===== config.mk =====
export PLATFORM = sky130hd
export DESIGN_NAME = least_loaded_bin_assign_flat
export DESIGN_NICKNAME = d
export VERILOG_FILES = /design/src/llba_pkg.sv /design/src/llba_intf.sv /design/src/least_loaded_bin_assign.sv /design/src/llba_ram.sv /design/src/flat_wrapper.sv
export SDC_FILE = /design/constraint.sdc
export NUM_CORES = 1
export LEC_CHECK = 0
export BUFFER_PORTS_ARGS = -buffer_cell sky130_fd_sc_hd__buf_2
export CORE_UTILIZATION = 58
export CTS_CLUSTER_DIAMETER = 60
export DETAILED_ROUTE_END_ITERATION = 6
export PLACE_DENSITY_LB_ADDON = 0.3
export SETUP_SLACK_MARGIN = 0.4
export SKIP_CTS_REPAIR_TIMING = 1
export SYNTH_ARGS = -nofsm -noshare
export SYNTH_HDL_FRONTEND = slang
export SYNTH_HIERARCHICAL = 1
export SYNTH_SLANG_ARGS = --single-unit

===== constraint.sdc =====
create_clock -name clock -period 12 [get_ports clock]
set_input_delay 0.6 -clock clock [delete_from_list [all_inputs] [get_ports clock]]
set_output_delay 0.6 -clock clock [all_outputs]
set_load 0.02 [all_outputs]

===== src/llba_pkg.sv =====
// Shared constants and types for the least-loaded bin assignment block.
// No dependencies; compile before the interfaces and modules.
package llba_pkg;

   localparam int SIZE_W = 16;
   localparam int LOAD_W = 32;
   localparam int CNT_W  = 16;
   localparam int FID_W  = 4;
   localparam int CFG_W  = 5;

   localparam logic [LOAD_W-1:0] LOAD_MAX = '1;
   localparam logic [CNT_W-1:0]  CNT_MAX  = '1;

   typedef enum logic [4:0] {
      ST_IDLE  = 5'b00001,
      ST_HEAD  = 5'b00010,
      ST_SCAN  = 5'b00100,
      ST_PLACE = 5'b01000,
      ST_DONE  = 5'b10000
   } state_type;

endpackage


===== src/llba_intf.sv =====
// Valid/ready channel interfaces for the file request and folder response.
// Depends on llba_pkg for the field widths.
interface llba_req_if;
   import llba_pkg::*;
   logic              valid;
   logic              ready;
   logic [SIZE_W-1:0] file_size;
   modport source (output valid, output file_size, input ready);
   modport sink   (input valid, input file_size, output ready);
endinterface

interface llba_rsp_if;
   import llba_pkg::*;
   logic              valid;
   logic              ready;
   logic [FID_W-1:0]  folder_id;
   logic [LOAD_W-1:0] folder_load;
   logic [CNT_W-1:0]  folder_files;
   modport source (output valid, output folder_id, output folder_load, output folder_files,
                   input ready);
   modport sink   (input valid, input folder_id, input folder_load, input folder_files,
                   output ready);
endinterface


===== src/least_loaded_bin_assign.sv =====
// Least-loaded bin assignment: the head of the sorted folder order takes each file.
// The head folder is updated, then one compare per cycle walks the order, held in a
// single RAM, up to the insertion position. A new file is taken only after the previous
// file's response is registered, which waits while a finished response waits for rsp
// ready.
// Reset (synchronous, active high) and every CSR write restore ascending ids, zero loads.
module least_loaded_bin_assign #(
   parameter int MAX_FOLDERS = 16
) (
   input  logic                   clock,
   input  logic                   reset,
   input  logic                   csr_we,
   input  logic [llba_pkg::CFG_W-1:0] csr_wdata,
   llba_req_if.sink               req,
   llba_rsp_if.source             rsp
);
   import llba_pkg::*;

   localparam int PW      = (MAX_FOLDERS > 1) ? $clog2(MAX_FOLDERS) : 1;
   localparam int NW      = $clog2(MAX_FOLDERS + 1) > 0 ? $clog2(MAX_FOLDERS + 1) : 1;
   localparam int EW      = PW + LOAD_W + CNT_W;
   localparam int RESET_N = (MAX_FOLDERS < 16) ? MAX_FOLDERS : 16;

   state_type state_ff, state_in;

   logic [NW-1:0]          n_ff, n_in, cfg_n, n_m1;
   logic [MAX_FOLDERS-1:0] valid_ff, valid_in;
   logic                   valid_rd_ff, valid_rd_in;
   logic [PW-1:0]          pos_ff, pos_in;
   logic [SIZE_W-1:0]      size_ff, size_in;
   logic [PW-1:0]          cur_id_ff, cur_id_in;
   logic [LOAD_W-1:0]      cur_load_ff, cur_load_in;
   logic [CNT_W-1:0]       cur_cnt_ff, cur_cnt_in;

   logic                   rsp_valid_ff, rsp_valid_in;
   logic [FID_W-1:0]       rsp_id_ff, rsp_id_in;
   logic [LOAD_W-1:0]      rsp_load_ff, rsp_load_in;
   logic [CNT_W-1:0]       rsp_cnt_ff, rsp_cnt_in;

   logic                   wr_en;
   logic [PW-1:0]          wr_addr;
   logic [EW-1:0]          wr_data, rd_data;

   logic [PW-1:0]          ent_id;
   logic [LOAD_W-1:0]      ent_load;
   logic [CNT_W-1:0]       ent_cnt;
   logic [LOAD_W:0]        sum;
   logic                   ent_after;
   logic                   last_pos;
   logic [PW+FID_W-1:0]    id_ext;

   llba_ram #(
      .WIDTH (EW),
      .DEPTH (MAX_FOLDERS)
   ) u_order_ram (
      .clock   (clock),
      .wr_en   (wr_en),
      .wr_addr (wr_addr),
      .wr_data (wr_data),
      .rd_addr (pos_in),
      .rd_data (rd_data)
   );

   // An entry never written since the last clear reads as its reset value.
   always_comb begin
      if (valid_rd_ff) begin
         ent_id   = rd_data[EW-1 -: PW];
         ent_load = rd_data[LOAD_W+CNT_W-1 -: LOAD_W];
         ent_cnt  = rd_data[CNT_W-1:0];
      end else begin
         ent_id   = pos_ff;
         ent_load = '0;
         ent_cnt  = '0;
      end
   end

   always_comb begin
      if (csr_wdata == '0) begin
         cfg_n = NW'(1);
      end else if (32'(csr_wdata) > 32'(MAX_FOLDERS)) begin
         cfg_n = NW'(MAX_FOLDERS);
      end else begin
         cfg_n = NW'(csr_wdata);
      end
   end

   assign n_m1      = n_ff - NW'(1);
   assign last_pos  = (pos_ff == n_m1[PW-1:0]);
   assign sum       = {1'b0, ent_load} + {{(LOAD_W+1-SIZE_W){1'b0}}, size_ff};
   assign ent_after = (ent_load > cur_load_ff) ||
                      ((ent_load == cur_load_ff) && (ent_cnt >= cur_cnt_ff));
   assign id_ext    = {{FID_W{1'b0}}, cur_id_ff};

   always_comb begin
      state_in     = state_ff;
      n_in         = n_ff;
      valid_in     = valid_ff;
      pos_in       = '0;
      size_in      = size_ff;
      cur_id_in    = cur_id_ff;
      cur_load_in  = cur_load_ff;
      cur_cnt_in   = cur_cnt_ff;
      rsp_valid_in = rsp_valid_ff & ~rsp.ready;
      rsp_id_in    = rsp_id_ff;
      rsp_load_in  = rsp_load_ff;
      rsp_cnt_in   = rsp_cnt_ff;
      wr_en        = 1'b0;
      wr_addr      = pos_ff - PW'(1);
      wr_data      = {ent_id, ent_load, ent_cnt};

      case (state_ff)
         ST_IDLE: begin
            if (req.valid) begin
               size_in  = req.file_size;
               state_in = ST_HEAD;
            end
         end
         ST_HEAD: begin
            // Saturating update of the head folder.
            cur_id_in   = ent_id;
            cur_load_in = sum[LOAD_W] ? LOAD_MAX : sum[LOAD_W-1:0];
            cur_cnt_in  = (ent_cnt == CNT_MAX) ? ent_cnt : ent_cnt + CNT_W'(1);
            if (n_ff == NW'(1)) begin
               state_in = ST_PLACE;
            end else begin
               pos_in   = PW'(1);
               state_in = ST_SCAN;
            end
         end
         ST_SCAN: begin
            wr_en = 1'b1;
            if (ent_after) begin
               wr_data  = {cur_id_ff, cur_load_ff, cur_cnt_ff};
               state_in = ST_DONE;
            end else if (last_pos) begin
               pos_in   = pos_ff;
               state_in = ST_PLACE;
            end else begin
               // Shift this entry down one position and advance.
               pos_in = pos_ff + PW'(1);
            end
         end
         ST_PLACE: begin
            wr_en    = 1'b1;
            wr_addr  = n_m1[PW-1:0];
            wr_data  = {cur_id_ff, cur_load_ff, cur_cnt_ff};
            state_in = ST_DONE;
         end
         ST_DONE: begin
            // Hold until the response register is free.
            if (!rsp_valid_ff || rsp.ready) begin
               rsp_valid_in = 1'b1;
               rsp_id_in    = id_ext[FID_W-1:0];
               rsp_load_in  = cur_load_ff;
               rsp_cnt_in   = cur_cnt_ff;
               state_in     = ST_IDLE;
            end
         end
         default: begin
            state_in = ST_IDLE;
         end
      endcase

      if (wr_en) begin
         valid_in[wr_addr] = 1'b1;
      end
      if (csr_we) begin
         n_in     = cfg_n;
         valid_in = '0;
      end
      valid_rd_in = csr_we ? 1'b0 : valid_in[pos_in];
   end

   always_ff @(posedge clock) begin
      if (reset) begin
         state_ff     <= ST_IDLE;
         n_ff         <= NW'(RESET_N);
         valid_ff     <= '0;
         valid_rd_ff  <= 1'b0;
         pos_ff       <= '0;
         rsp_valid_ff <= 1'b0;
      end else begin
         state_ff     <= state_in;
         n_ff         <= n_in;
         valid_ff     <= valid_in;
         valid_rd_ff  <= valid_rd_in;
         pos_ff       <= pos_in;
         rsp_valid_ff <= rsp_valid_in;
      end
   end

   always_ff @(posedge clock) begin
      size_ff     <= size_in;
      cur_id_ff   <= cur_id_in;
      cur_load_ff <= cur_load_in;
      cur_cnt_ff  <= cur_cnt_in;
      rsp_id_ff   <= rsp_id_in;
      rsp_load_ff <= rsp_load_in;
      rsp_cnt_ff  <= rsp_cnt_in;
   end

   assign req.ready        = (state_ff == ST_IDLE);
   assign rsp.valid        = rsp_valid_ff;
   assign rsp.folder_id    = rsp_id_ff;
   assign rsp.folder_load  = rsp_load_ff;
   assign rsp.folder_files = rsp_cnt_ff;

   a_accept_to_head: assert property (@(posedge clock) disable iff (reset)
      (req.valid && req.ready) |=> (state_ff == ST_HEAD))
      else $error("request transfer did not start the head read");

   a_scan_range: assert property (@(posedge clock) disable iff (reset)
      (state_ff == ST_SCAN) |-> ((pos_ff != '0) && (pos_ff <= n_m1[PW-1:0])))
      else $error("scan position outside the active order");

   a_rsp_count: assert property (@(posedge clock) disable iff (reset)
      $rose(rsp_valid_ff) |-> (rsp_cnt_ff != '0))
      else $error("response file count is zero");

endmodule


===== src/llba_ram.sv =====
// Generic simple dual-port RAM: one write port, one read port, registered read.
// No dependencies.
module llba_ram #(
   parameter int WIDTH = 8,
   parameter int DEPTH = 16
) (
   input  logic                                 clock,
   input  logic                                 wr_en,
   input  logic [(DEPTH > 1 ? $clog2(DEPTH) : 1)-1:0] wr_addr,
   input  logic [WIDTH-1:0]                     wr_data,
   input  logic [(DEPTH > 1 ? $clog2(DEPTH) : 1)-1:0] rd_addr,
   output logic [WIDTH-1:0]                     rd_data
);

   logic [WIDTH-1:0] mem_ff [DEPTH];

   always_ff @(posedge clock) begin
      if (wr_en) begin
         mem_ff[wr_addr] <= wr_data;
      end
      rd_data <= mem_ff[rd_addr];
   end

endmodule


===== src/flat_wrapper.sv =====
// flat-port wrapper written by rule: the top's interface ports become plain ports
module least_loaded_bin_assign_flat import llba_pkg::*;
#(
   parameter int MAX_FOLDERS = 16
)
  (clock, reset, csr_we, csr_wdata, req_valid, req_file_size, req_ready, rsp_valid, rsp_folder_id, rsp_folder_load, rsp_folder_files, rsp_ready);
  llba_req_if req_i ();
  llba_rsp_if rsp_i ();
  input  logic clock;
  input  logic reset;
  input  logic csr_we;
  input  logic [llba_pkg::CFG_W-1:0] csr_wdata;
  input wire logic [$bits(req_i.valid)-1:0] req_valid;
  input wire logic [$bits(req_i.file_size)-1:0] req_file_size;
  output wire logic [$bits(req_i.ready)-1:0] req_ready;
  output wire logic [$bits(rsp_i.valid)-1:0] rsp_valid;
  output wire logic [$bits(rsp_i.folder_id)-1:0] rsp_folder_id;
  output wire logic [$bits(rsp_i.folder_load)-1:0] rsp_folder_load;
  output wire logic [$bits(rsp_i.folder_files)-1:0] rsp_folder_files;
  input wire logic [$bits(rsp_i.ready)-1:0] rsp_ready;
  assign req_i.valid = req_valid;
  assign req_i.file_size = req_file_size;
  assign req_ready = req_i.ready;
  assign rsp_valid = rsp_i.valid;
  assign rsp_folder_id = rsp_i.folder_id;
  assign rsp_folder_load = rsp_i.folder_load;
  assign rsp_folder_files = rsp_i.folder_files;
  assign rsp_i.ready = rsp_ready;
  least_loaded_bin_assign #(.MAX_FOLDERS(MAX_FOLDERS)) u_core (.clock(clock), .reset(reset), .csr_we(csr_we), .csr_wdata(csr_wdata), .req(req_i), .rsp(rsp_i));
endmodule

==> metrics.csv <==
metric,value,unit
fin_crit_sh,0.550,
synth_area_leaders,"edfxtp_1, mux4_2, dfxtp_1",
fillers,4486,
cp_cell_sequence,buf_4 > nand2_1 > inv_1 > ha_1 > a211o_1 > a21oi_1 > a221oi_1 > a2111oi_0 > nor4b_4 > nor2_1 > nor2_1 > nor2b_4 > buf_4 > a22oi_1 > nand2_1,
start_util,0.588,
ys_warn_count,6,
die_height,269,um
cts.sinks,1036,
dieArea,72400,um^2
wl_per_cell,28.0,um
synth_nets,2396,
netlist_area,41400,um^2
reg2reg_to,u_core/u_order_ram/rd_data[20],
startpoint,u_core/valid_rd_ff,
drtAntennaViolNets,0,
cts.clk_slew.worst_paths,0.06,ns
endpoint_kind,register,
drt-initial-drc-count,2805,
leakagePower,16.9,nW
critPathRequiredTime,12.58,ns
maxCapViolCount,0,
clockBufferDepth,3,
synth_top_area_share,0.691,
reg2reg_slack,5.40,ns
grt_max_degree,164,
overflow,0,
max_freq,152,MHz
cp.arrival,7.17,ns
clkLatencyLatePin,0.65,ns
rsz0062_at_grt,no,
die_x,269,um
io_pins,80,
tightest_slew,1.25,ns
r2r.worst_path.cells,15,
hpwl,52.7,mm
synth_edf_count,952,
syn_area_per_cell,17.9,um^2
async_flop_share,0,
seq_area,30300,um^2
run_status,completed,
nNetsFinal,2555,
cp-endpoint,u_core/u_order_ram/rd_data[20],
drtPass1Iterations,5,
drive_gt1_frac,0.229,
ys.flop_type,edfxtp_1,
rows,97,
r2r-start,u_core/valid_rd_ff,
ir_drop,0.127,mV
vias,22596,
setup_violations,0,
cts_tree,done,
period_needed,6.60,ns
yosys.area.top_type,edfxtp_1,
grt.total_usage,0.275,
synthToLayoutAreaGrowth,12.9,%
drc,0,
critPathLaunchType,register,
core_area,70300,um^2
grt_pass1_wl,143,mm
cts_max_level,3,
path_max_fanout,40,
ys_seq_area_frac,0.732,
ys_ff_latch,1036,
via_per_inst,6.47,
synth_cell_types,77,
n_antenna_cell,0,
finClkSkew,0.0161,ns
grt_pass1_vias,22308,
cts_made_buffers,100,
cpPeakStageDelay,0.98,ns
cp_slowest_cell,nor2b_4,
hold_violations,0,
worst-setup-path-type,reg -> reg,
finalMaxSlewViolations,0,
fin_util,0.665,
multiInputGateArea,10400,um^2
gp_congestion,0.936,
min-delay-path-class,in -> reg,
antenna_found_initial,0,
netlist_instances,2304,
portBuffers,79,
power.density,158,nW/um^2
wl,97.6,mm
whs,0.125,ns
max_slew_margin,0.163,
cts-root-buf,clkbuf_16,
setup_tns,0,ns
==> cells in the mapped netlist, types with 4 or more instances <==
cell / instances
edfxtp_1: 952
mux4_2: 208
nand2_1: 190
a22oi_1: 107
inv_1: 90
dfxtp_1: 84
nor2_1: 75
o21ai_0: 70
ha_1: 66
a21oi_1: 55
clkbuf_1: 51
xnor2_1: 38
nor3_1: 30
buf_2: 26
and2_1: 24
nand3_1: 20
nand4_1: 18
buf_6: 16
nand2b_1: 16
xor2_1: 16
nor2b_1: 10
or3_1: 9
a21o_1: 8
nor4_1: 8
mux2_2: 7
a211oi_1: 6
and4_1: 6
buf_1: 6
and3_1: 5
or2_2: 5
a211o_1: 4
a31oi_1: 4
nand3b_1: 4
o2111ai_1: 4
o211ai_1: 4
o31ai_1: 4
==> cell type report <==
type,instances,share of cell area
Sequential cell,1036,0.648
Multi-Input combinational cell,1076,0.222
Tap cell,940,0.0252
Inverter,92,0.00756
Clock buffer,121,0.0588
Clock inverter,68,0.0166
Timing Repair Buffer,157,0.0215
==> metrics by stage <==
step / total power, W / area [um^2] / setup slack [ns] / instances
5_1_grt: 0.00754 / 46700 / 4.93 / 3490
3_3_place_gp: 0.00413 / 43200 / 5.54 / 3301
4_1_cts: 0.00740 / 46700 / 5.34 / 3490
6_report: 0.00737 / 46700 / 5.40 / 3490
2_1_floorplan: 0.00410 / 41400 / 6.01 / 2304
3_5_place_dp: 0.00414 / 43200 / 5.44 / 3301
==> cells in the final DEF, fill, tap and decap left out, drive strengths merged, types with 20 or more instances in the layout <==
cell    count
a22oi     107
clkbuf    121
xnor2      38
nor3       30
edfxtp    952
ha         66
and2       27
nand3      20
nor2       75
o21ai      71
mux4      208
clkinv     35
buf       157
inv        97
a21oi      56
dfxtp      84
nand2     190
==> kinds of logic after synthesis <==
kind of cell             share of synthesized area
AND/OR/NAND/NOR                             0.0506
flip-flops                                   0.732
adder cells (fa/ha/maj)                     0.0200
buffers and inverters                       0.0211
AO/OA/AOI/OAI                               0.0483
multiplexers                                 0.116
XOR/XNOR                                    0.0120
==> per-layer routing <==
metal  track usage  share of wire  up-vias
li1              -              -     9492
met1         0.400           0.40    11669
met2         0.440           0.48     1279
met3        0.0433          0.099      156
met4        0.0732          0.022        0
met5             0              0        -
==> flip-flops by register name, summed over array words and instances, names as in the netlist, 5 cells and up <==
register,cells
u_core/rsp.folder_load,32
u_core/cur_load_ff,32
u_core/valid_ff,16
u_core/u_order_ram/mem_ff,832
u_core/rsp.folder_files,16
u_core/cur_cnt_ff,16
u_core/size_ff,16
u_core/state_ff,5
u_core/n_ff,5
u_core/u_order_ram/rd_data,52
==> worst max-delay path, delay by kind of cell (launching register included) <==
family | cells | cell delay, ns
compound gates | 5 | 1.47
fa+ha+maj | 1 | 0.26
buf+inv | 3 | 1.30
flops | 1 | 0.72
simple gates | 6 | 2.71
==> where the power goes <==
part	total, W	internal, W	switching, W
registers	0.00393	0.00391	0.0000134
clock network	0.00331	0.00196	0.00135
logic	0.000137	0.0000570	0.0000801
==> how the worst min path moves through the flow <==
stage	slack, ns	startpoint	to	depth (start not counted)
2_1_floorplan	0.42	u_core/valid_ff[4]	u_core/valid_ff[4]	2
3_3_place_gp	0.43	u_core/valid_ff[6]	u_core/valid_ff[6]	2
3_5_place_dp	0.44	u_core/cur_load_ff[11]	u_core/rsp.folder_load[11]	0
4_1_cts	0.10	req_file_size[13]	u_core/size_ff[13]	1
5_1_grt	0.11	req_file_size[13]	u_core/size_ff[13]	1
6_report	0.12	req_file_size[11]	u_core/size_ff[11]	1
Power figures use the tool's default switching activity.
